===== config.mk =====
export PLATFORM = sky130hd
export DESIGN_NAME = branch_target_buffer_2bit_unit
export DESIGN_NICKNAME = d
export VERILOG_FILES = /design/src/sv/btb2_pkg.sv /design/src/sv/btb2_front.sv /design/src/sv/btb2_back.sv /design/src/sv/branch_target_buffer_2bit_unit.sv
export SDC_FILE = /design/constraint.sdc
export NUM_CORES = 2
export LEC_CHECK = 0
export BUFFER_PORTS_ARGS = -buffer_cell sky130_fd_sc_hd__buf_2
export CORE_ASPECT_RATIO = 0.9
export CORE_MARGIN = 2
export CORE_UTILIZATION = 40
export DETAILED_ROUTE_END_ITERATION = 16
export MAX_ROUTING_LAYER = met4
export SYNTH_ARGS = -nofsm -noshare
export SYNTH_HDL_FRONTEND = slang
export SYNTH_SLANG_ARGS = --single-unit

===== constraint.sdc =====
create_clock -name clk_i -period 12.25 [get_ports clk_i]
set_input_delay 2.45 -clock clk_i [delete_from_list [all_inputs] [get_ports clk_i]]
set_output_delay 2.45 -clock clk_i [all_outputs]
set_load 0.03 [all_outputs]

===== src/sv/btb2_pkg.sv =====
// Shared types and defaults for the 2-bit branch target buffer.
// Used by btb2_front, btb2_back and the top level; no dependencies.
package btb2_pkg;

  // Default table geometry
  localparam int unsigned EntriesDef     = 16;
  localparam int unsigned PointerBitsDef = 4;

  // One request beat: fetch lookup plus an optional resolved-branch update
  typedef struct packed {
    logic [31:0] fetch_address;
    logic        update_valid;
    logic        decode_queue_empty;
    logic [31:0] branch_address;
    logic [31:0] branch_destination;
    logic        prediction_correct;
  } req_t;

  // One response beat
  typedef struct packed {
    logic        predict_taken;
    logic [31:0] predicted_target;
  } rsp_t;

  // Classified job handed from the front queue to the back engine
  typedef struct packed {
    logic [31:0] fetch_address;
    logic        do_update;
    logic [31:0] branch_address;
    logic [31:0] branch_destination;
    logic        prediction_correct;
  } job_t;

  // Queue head status toward the back engine
  typedef struct packed {
    logic valid;
    job_t job;
  } head_t;

endpackage


===== src/sv/btb2_front.sv =====
// Front end: accepts request beats, classifies the update and queues jobs.
// Depends on btb2_pkg.
module btb2_front (
  input  logic            clk_i,
  input  logic            rst_ni,
  input  logic            start,
  output logic            busy,
  input  btb2_pkg::req_t  req_i,
  output btb2_pkg::head_t head_o,
  input  logic            pop_i
);
  import btb2_pkg::*;

  localparam int unsigned Depth = 2;

  job_t       mem_q [Depth];
  logic       wr_ptr_q, wr_ptr_d;
  logic       rd_ptr_q, rd_ptr_d;
  logic [1:0] count_q, count_d;
  logic       push;
  job_t       job_in;

  // Classify: an update only counts when the decode queue holds something
  always_comb begin
    job_in.fetch_address      = req_i.fetch_address;
    job_in.do_update          = req_i.update_valid & ~req_i.decode_queue_empty;
    job_in.branch_address     = req_i.branch_address;
    job_in.branch_destination = req_i.branch_destination;
    job_in.prediction_correct = req_i.prediction_correct;
  end

  assign busy = (count_q == 2'(Depth));
  assign push = start & ~busy;

  // Advance pointers and occupancy
  always_comb begin
    wr_ptr_d = push  ? ~wr_ptr_q : wr_ptr_q;
    rd_ptr_d = pop_i ? ~rd_ptr_q : rd_ptr_q;
    count_d  = count_q;
    if (push && !pop_i) begin
      count_d = count_q + 2'd1;
    end else if (!push && pop_i) begin
      count_d = count_q - 2'd1;
    end
  end

  always_ff @(posedge clk_i or negedge rst_ni) begin
    if (!rst_ni) begin
      wr_ptr_q <= 1'b0;
      rd_ptr_q <= 1'b0;
      count_q  <= 2'd0;
    end else begin
      wr_ptr_q <= wr_ptr_d;
      rd_ptr_q <= rd_ptr_d;
      count_q  <= count_d;
    end
  end

  // Store the accepted beat
  always_ff @(posedge clk_i) begin
    if (push) begin
      mem_q[wr_ptr_q] <= job_in;
    end
  end

  assign head_o.valid = (count_q != 2'd0);
  assign head_o.job   = mem_q[rd_ptr_q];

`ifndef SYNTH
  a_count_bound: assert property (@(posedge clk_i) disable iff (!rst_ni)
    count_q <= 2'(Depth)) else $error("queue count beyond depth");
  a_pop_nonempty: assert property (@(posedge clk_i) disable iff (!rst_ni)
    pop_i |-> (count_q != 2'd0)) else $error("pop from empty queue");
  a_push_fills: assert property (@(posedge clk_i) disable iff (!rst_ni)
    push |=> (count_q != 2'd0)) else $error("queue empty after push");
`endif

endmodule


===== src/sv/btb2_back.sv =====
// Back end: associative match, prediction and table update for one job.
// Depends on btb2_pkg; holds the entry table and the target memory.
module btb2_back #(
  parameter int unsigned ENTRIES      = btb2_pkg::EntriesDef,
  parameter int unsigned POINTER_BITS = btb2_pkg::PointerBitsDef
) (
  input  logic            clk_i,
  input  logic            rst_ni,
  input  logic            predict_enable_i,
  input  btb2_pkg::head_t head_i,
  output logic            pop_o,
  output logic            valid_o,
  output btb2_pkg::rsp_t  rsp_o
);
  import btb2_pkg::*;

  localparam int unsigned IdxW = $clog2(ENTRIES);

  typedef enum logic [1:0] {
    CTR_SNT = 2'b00,
    CTR_WNT = 2'b01,
    CTR_WT  = 2'b10,
    CTR_ST  = 2'b11
  } ctr_e;

  typedef enum logic [1:0] {
    S_IDLE   = 2'b01,
    S_UPDATE = 2'b10
  } state_e;

  function automatic ctr_e ctr_step(ctr_e c, logic up);
    ctr_e r;
    r = c;
    case (c)
      CTR_SNT: r = up ? CTR_WNT : CTR_SNT;
      CTR_WNT: r = up ? CTR_WT  : CTR_SNT;
      CTR_WT:  r = up ? CTR_ST  : CTR_WNT;
      CTR_ST:  r = up ? CTR_ST  : CTR_WT;
      default: r = c;
    endcase
    return r;
  endfunction

  state_e                  state_q, state_d;
  job_t                    job_q;
  logic [ENTRIES-1:0]      fmatch_q, bmatch_q;
  logic [31:0]             baddr_q [ENTRIES];
  ctr_e                    ctr_q [ENTRIES];
  logic [ENTRIES-1:0]      valid_q;
  logic [31:0]             tgt_mem [ENTRIES];
  logic [POINTER_BITS-1:0] ptr_q, ptr_d;

  logic                    out_valid_q;
  logic                    taken_q;
  logic                    hit_valid_q;
  logic [31:0]             tgt_rd_q;

  logic                    fhit, bhit;
  logic [IdxW-1:0]         hit_idx;
  logic [ENTRIES-1:0]      bfirst;
  logic                    seen;
  logic                    do_upd, do_train, do_alloc, alloc_wr;
  logic [POINTER_BITS:0]   ptr_inc;
  logic [31:0]             ptr_wide;
  logic [IdxW-1:0]         wr_idx;

  // Take a job whenever the engine is free
  assign pop_o = (state_q == S_IDLE) && head_i.valid;

  always_comb begin
    state_d = state_q;
    case (state_q)
      S_IDLE:   if (head_i.valid) state_d = S_UPDATE;
      S_UPDATE: state_d = S_IDLE;
      default:  state_d = S_IDLE;
    endcase
  end

  // Find the lowest matching entry for the lookup and the update
  always_comb begin
    fhit    = 1'b0;
    hit_idx = '0;
    for (int i = ENTRIES - 1; i >= 0; i--) begin
      if (fmatch_q[i]) begin
        fhit    = 1'b1;
        hit_idx = IdxW'(i);
      end
    end
    seen = 1'b0;
    for (int i = 0; i < ENTRIES; i++) begin
      bfirst[i] = bmatch_q[i] & ~seen;
      seen      = seen | bmatch_q[i];
    end
    bhit = seen;
  end

  // Replacement pointer: advance with wrap at the table size
  always_comb begin
    ptr_inc  = {1'b0, ptr_q} + {{POINTER_BITS{1'b0}}, 1'b1};
    ptr_wide = 32'(ptr_q);
    wr_idx   = ptr_wide[IdxW-1:0];
    do_upd   = (state_q == S_UPDATE) && job_q.do_update;
    do_train = do_upd && bhit;
    do_alloc = do_upd && !bhit;
    alloc_wr = do_alloc && (ptr_wide < 32'(ENTRIES));
    ptr_d    = ptr_q;
    if (do_alloc) begin
      ptr_d = (32'(ptr_inc) >= 32'(ENTRIES)) ? '0 : ptr_inc[POINTER_BITS-1:0];
    end
  end

  always_ff @(posedge clk_i or negedge rst_ni) begin
    if (!rst_ni) begin
      state_q     <= S_IDLE;
      ptr_q       <= '0;
      valid_q     <= '0;
      out_valid_q <= 1'b0;
      for (int i = 0; i < ENTRIES; i++) begin
        baddr_q[i] <= '0;
        ctr_q[i]   <= CTR_SNT;
      end
    end else begin
      state_q     <= state_d;
      ptr_q       <= ptr_d;
      out_valid_q <= (state_q == S_UPDATE);
      for (int i = 0; i < ENTRIES; i++) begin
        if (do_train && bfirst[i]) begin
          ctr_q[i] <= ctr_step(ctr_q[i], job_q.prediction_correct);
        end else if (alloc_wr && (wr_idx == IdxW'(i))) begin
          baddr_q[i] <= job_q.branch_address;
          ctr_q[i]   <= CTR_WT;
          valid_q[i] <= 1'b1;
        end
      end
    end
  end

  // Latch the job and compare it against every entry
  always_ff @(posedge clk_i) begin
    if (pop_o) begin
      job_q <= head_i.job;
      for (int i = 0; i < ENTRIES; i++) begin
        fmatch_q[i] <= (baddr_q[i] == head_i.job.fetch_address);
        bmatch_q[i] <= (baddr_q[i] == head_i.job.branch_address);
      end
    end
  end

  // Target memory: read old contents for the lookup, write on allocation
  always_ff @(posedge clk_i) begin
    if (alloc_wr) begin
      tgt_mem[wr_idx] <= job_q.branch_destination;
    end
    if (state_q == S_UPDATE) begin
      tgt_rd_q <= tgt_mem[hit_idx];
    end
  end

  // Hold prediction flags for the result beat
  always_ff @(posedge clk_i) begin
    if (state_q == S_UPDATE) begin
      taken_q     <= predict_enable_i & fhit & ctr_q[hit_idx][1];
      hit_valid_q <= fhit & valid_q[hit_idx];
    end
  end

  assign valid_o                = out_valid_q;
  assign rsp_o.predict_taken    = taken_q;
  assign rsp_o.predicted_target = hit_valid_q ? tgt_rd_q : 32'd0;

`ifndef SYNTH
  a_result_follows: assert property (@(posedge clk_i) disable iff (!rst_ni)
    (state_q == S_UPDATE) |=> out_valid_q) else $error("missing result beat");
  a_one_cycle_job: assert property (@(posedge clk_i) disable iff (!rst_ni)
    (state_q == S_UPDATE) |=> (state_q == S_IDLE)) else $error("job overran");
  a_ptr_hold: assert property (@(posedge clk_i) disable iff (!rst_ni)
    !do_alloc |=> $stable(ptr_q)) else $error("pointer moved without alloc");
`endif

endmodule


===== src/sv/branch_target_buffer_2bit_unit.sv =====
// An accepted beat is queued, then latched with its match flags, then updated and registered as the result beat.
// The back engine takes a new request only once its match-then-update pair for the last one is done.
// A 2-deep request queue lets start be taken while the engine works; busy is high when full.
// Reset clears all entries (address 0, strongly not taken), the pointer, and enables
// prediction; results last one cycle on valid_o and cannot be stalled.
module branch_target_buffer_2bit_unit #(
  parameter int unsigned ENTRIES      = btb2_pkg::EntriesDef,
  parameter int unsigned POINTER_BITS = btb2_pkg::PointerBitsDef
) (
  input  logic           clk_i,
  input  logic           rst_ni,
  input  logic           start,
  output logic           busy,
  input  btb2_pkg::req_t req_i,
  output logic           valid_o,
  output btb2_pkg::rsp_t rsp_o,
  input  logic           cfg_we_i,
  input  logic           cfg_wdata_i
);
  import btb2_pkg::*;

  logic  predict_enable_q;
  head_t head;
  logic  pop;

  // Configuration register
  always_ff @(posedge clk_i or negedge rst_ni) begin
    if (!rst_ni) begin
      predict_enable_q <= 1'b1;
    end else if (cfg_we_i) begin
      predict_enable_q <= cfg_wdata_i;
    end
  end

  btb2_front u_front (
    .clk_i  (clk_i),
    .rst_ni (rst_ni),
    .start  (start),
    .busy   (busy),
    .req_i  (req_i),
    .head_o (head),
    .pop_i  (pop)
  );

  btb2_back #(
    .ENTRIES      (ENTRIES),
    .POINTER_BITS (POINTER_BITS)
  ) u_back (
    .clk_i            (clk_i),
    .rst_ni           (rst_ni),
    .predict_enable_i (predict_enable_q),
    .head_i           (head),
    .pop_o            (pop),
    .valid_o          (valid_o),
    .rsp_o            (rsp_o)
  );

endmodule


==> impl_metrics.csv <==
group,metric,value,unit
run_status,status,"finished clean",
yosys,synthFlopType,"edfxtp_1",
yosys,ys_async_sr_fraction,0.405,
timing,hold_violations,0,
detailed_routing,drt-pass1-iter-count,5,
grt,grt_pass1_wl,302000,um
yosys,yosys_warnings,0,
setup_path,cpPeakStageDelay,0.86,ns
grt,antenna_found_initial,13,
setup_path,r2r_end,"u_back.bmatch_q[13]",
pwr,ir_drop,0.000205,V
grt,grt_max_degree,160,
timing,finalSetupViolCount,0,
timing,rsz0062_at_grt,"no",
setup_path,required,12.73,ns
clock_tree,clock-sinks,1412,
detailed_routing,drtIter0Drc,4828,
placement,dp_hpwl,118000,um
setup_path,cp_top_family,"buffers and inverters",
grt,grt_overflow_total,0,
clock_tree,clock_insertion_delay_worst_skew,0.80,ns
yosys,avgSynthCellArea,14.7,um2
finish,layout-drive-gt1-share,0.247,
yosys,synthesis.nets,4528,
timing,finalCritPeriodShare,0.395,
finish,fillCellCount,14400,
yosys,syn_inst,4419,
clock_tree,cts_resized,0,
pwr,design_power_total,17400,uW
die,die_h,386,um
yosys,ys_seq_area_frac,0.609,
setup_path,cp-start-kind,"flip-flop",
setup_path,crit_path_max_fanout,66,
yosys,synth.top_cell.area_share,0.388,
finish,final_common_cell,"xnor2_1",
clock_tree,clk_pin_slew,0.06,ns
yosys,syn-cell-area,64900,um2
setup_path,crit_type,"reg2reg",
placement,port_buffers,138,
timing,worst_slew_pin_slew,1.10,ns
timing,finClkSkew,0.0270,ns
detailed_routing,drc_errors,0,
setup_path,r2r_start,"u_front.rd_ptr_q",
detailed_routing,post_drt_via_cell_ratio,5.79,
grt,track_usage,0.266,
clock_tree,postCtsHoldBufs,0,
die,die_area,166000,um2
setup_path,r2r_cells,8,
yosys,yosysUniqueCellTypes,72,
detailed_routing,antenna_left,0,
clock_tree,post_cts_buffers,0,
setup_path,crit_path_frequent_cell,"buf_4",
pwr,p_leak,0.0266,uW
clock_tree,cts_tree,"done",
die,fp-row-count,140,
timing,maxSlewViolCount,0,
clock_tree,cts_buffers,143,
timing,max_freq,207,MHz
timing,fin_ws,7.42,ns
min_path,hold_path.class,"reg2reg",
die,core-area,162000,um2
die,ioPinCount,139,
setup_path,worstSetupEndpointType,"flip-flop",
setup_path,path_depth,8,
die,start_util,0.402,
setup_path,cp_cell_sequence,"buf_12 -> buf_4 -> mux2i_4 -> buf_4 -> xnor2_1 -> nor4_1 -> nand4_1 -> nor2_1",
setup_path,crit_buf_inv,3,
detailed_routing,wl,216000,um
placement,gp_congestion,0.898,
yosys,synth_area_leaders,"edfxtp_1, dfrtp_1, xnor2_1",
setup_path,crit_slowest_cell,"buf_4",
yosys,synth_area_leader_cell,"edfxtp_1",
yosys,synth_edf_count,840,
detailed_routing,routedWlPerCell,31.5,um
setup_path,reg2reg_slack,7.42,ns
placement,pre_cts_slack,7.34,ns
min_path,min-delay-start,"u_back.valid_q[11]",
placement,dpl.cell_count,6604,
timing,finalCriticalPeriod,4.83,ns
yosys,ys_seq_elements,1412,
finish,nNetsFinal,4728,
clock_tree,ctsRootBufferMaster,"clkbuf_16",
timing,maxSlewHeadroom,0.270,
finish,area_delta_synth_final,12.9,%
setup_path,startpoint,"u_front.rd_ptr_q",
grt,grt_pass1_vias,38900,
finish,mostFrequentLayoutCells,"xnor2_1, edfxtp_1, dfrtp_1, mux2_2, nand2_1",
job,maxCapViolCount,0,
detailed_routing,route.vias.total,39800,
setup_path,cp-endpoint,"u_back.bmatch_q[13]",
die,die_x,429,um
pwr,p_per_area,238,nW/um2
clock_tree,clock_path_buffers,3,
clock_tree,htree_levels,4,
timing,setup_tns,0,ns
setup_path,worstPathArrival,5.31,ns
finish,final_cells,6873,
[sequential cells by signal, indices dropped and copies added (netlist names), 16 cells and up]
name / flops
u_back.ctr_q: 32
u_back.tgt_rd_q: 32
u_back.valid_q: 16
u_back.fmatch_q: 16
u_back.job_q: 66
u_back.bmatch_q: 16
u_back.baddr_q: 512
u_front.mem_q: 196
u_back.tgt_mem: 512
[logic make-up after synthesis]
logic type,synth area share
AOI/OAI and AO/OA,0.0148
adders and majority gates,0.00435
xor gates and xnor gates,0.139
buffers and inverters,0.0267
DFF,0.609
and+or+nand+nor,0.0669
muxes,0.139
[cell usage after synthesis, types with 6 or more instances]
cell type and n:
a21oi_1 7, a22oi_1 65, a31oi_1 8, and2_1 35, buf_2 79, buf_4 46
buf_6 27, clkbuf_1 41, clkbuf_4 20, dfrtp_1 570, edfxtp_1 840, inv_1 67
maj3_1 22, mux2_1 8, mux2_2 446, mux2i_1 12, mux2i_2 64, mux4_2 130
nand2_1 358, nand2b_1 12, nand3_1 11, nand4_1 65, nor2_1 70, nor3_1 8
nor4_1 260, o21ai_0 24, or2_2 6, xnor2_1 1029
[layout make-up]
type / count / area, um2 / area share
clock buffer: 204 / 4010 / 0.0547
multi-input combinational: 2713 / 24300 / 0.332
tap: 2130 / 2670 / 0.0364
inverter: 71 / 277 / 0.00377
timing repair buffer: 278 / 1800 / 0.0246
antenna: 4 / 10.0 / 0.000137
sequential: 1412 / 39500 / 0.539
clock inverter: 61 / 676 / 0.00922
[stage by stage]
stage / area [um2] / hold slack (ns) / utilization
final: 73300 / 0.471 / 0.454
after global routing: 73300 / 0.483 / 0.454
after CTS: 73300 / 0.467 / 0.454
after detailed placement: 68600 / 0.452 / 0.425
after global placement: 68600 / 0.444 / 0.425
after floorplan: 64900 / 0.428 / -
[routing by layer]
layer  share of wire  track usage  vias to the layer above
li1                -            -                    16400
met1            0.40        0.350                    20700
met4           0.044        0.108                        0
met3           0.094       0.0525                      538
met2            0.46        0.406                     2162
met5               0            -                        -
[power breakdown]
group / total, uW / leakage [uW] / switching [uW] / internal (uW)
clock: 4440 / 0.00227 / 1910 / 2530
combinational: 6290 / 0.00875 / 4000 / 2290
sequential: 6720 / 0.0155 / 771 / 5950
[how the worst min path moves through the flow]
stage / end / slack, ns / cells after the start
floorplan: u_back.valid_q[2] / 0.43 / 1
finish: u_back.valid_q[11] / 0.47 / 1
global placement: u_back.valid_q[2] / 0.44 / 1
CTS: u_back.valid_q[3] / 0.47 / 1
detailed placement: u_back.valid_q[3] / 0.45 / 1
global route: u_back.valid_q[3] / 0.48 / 1
Power figures use the tool's default switching activity.
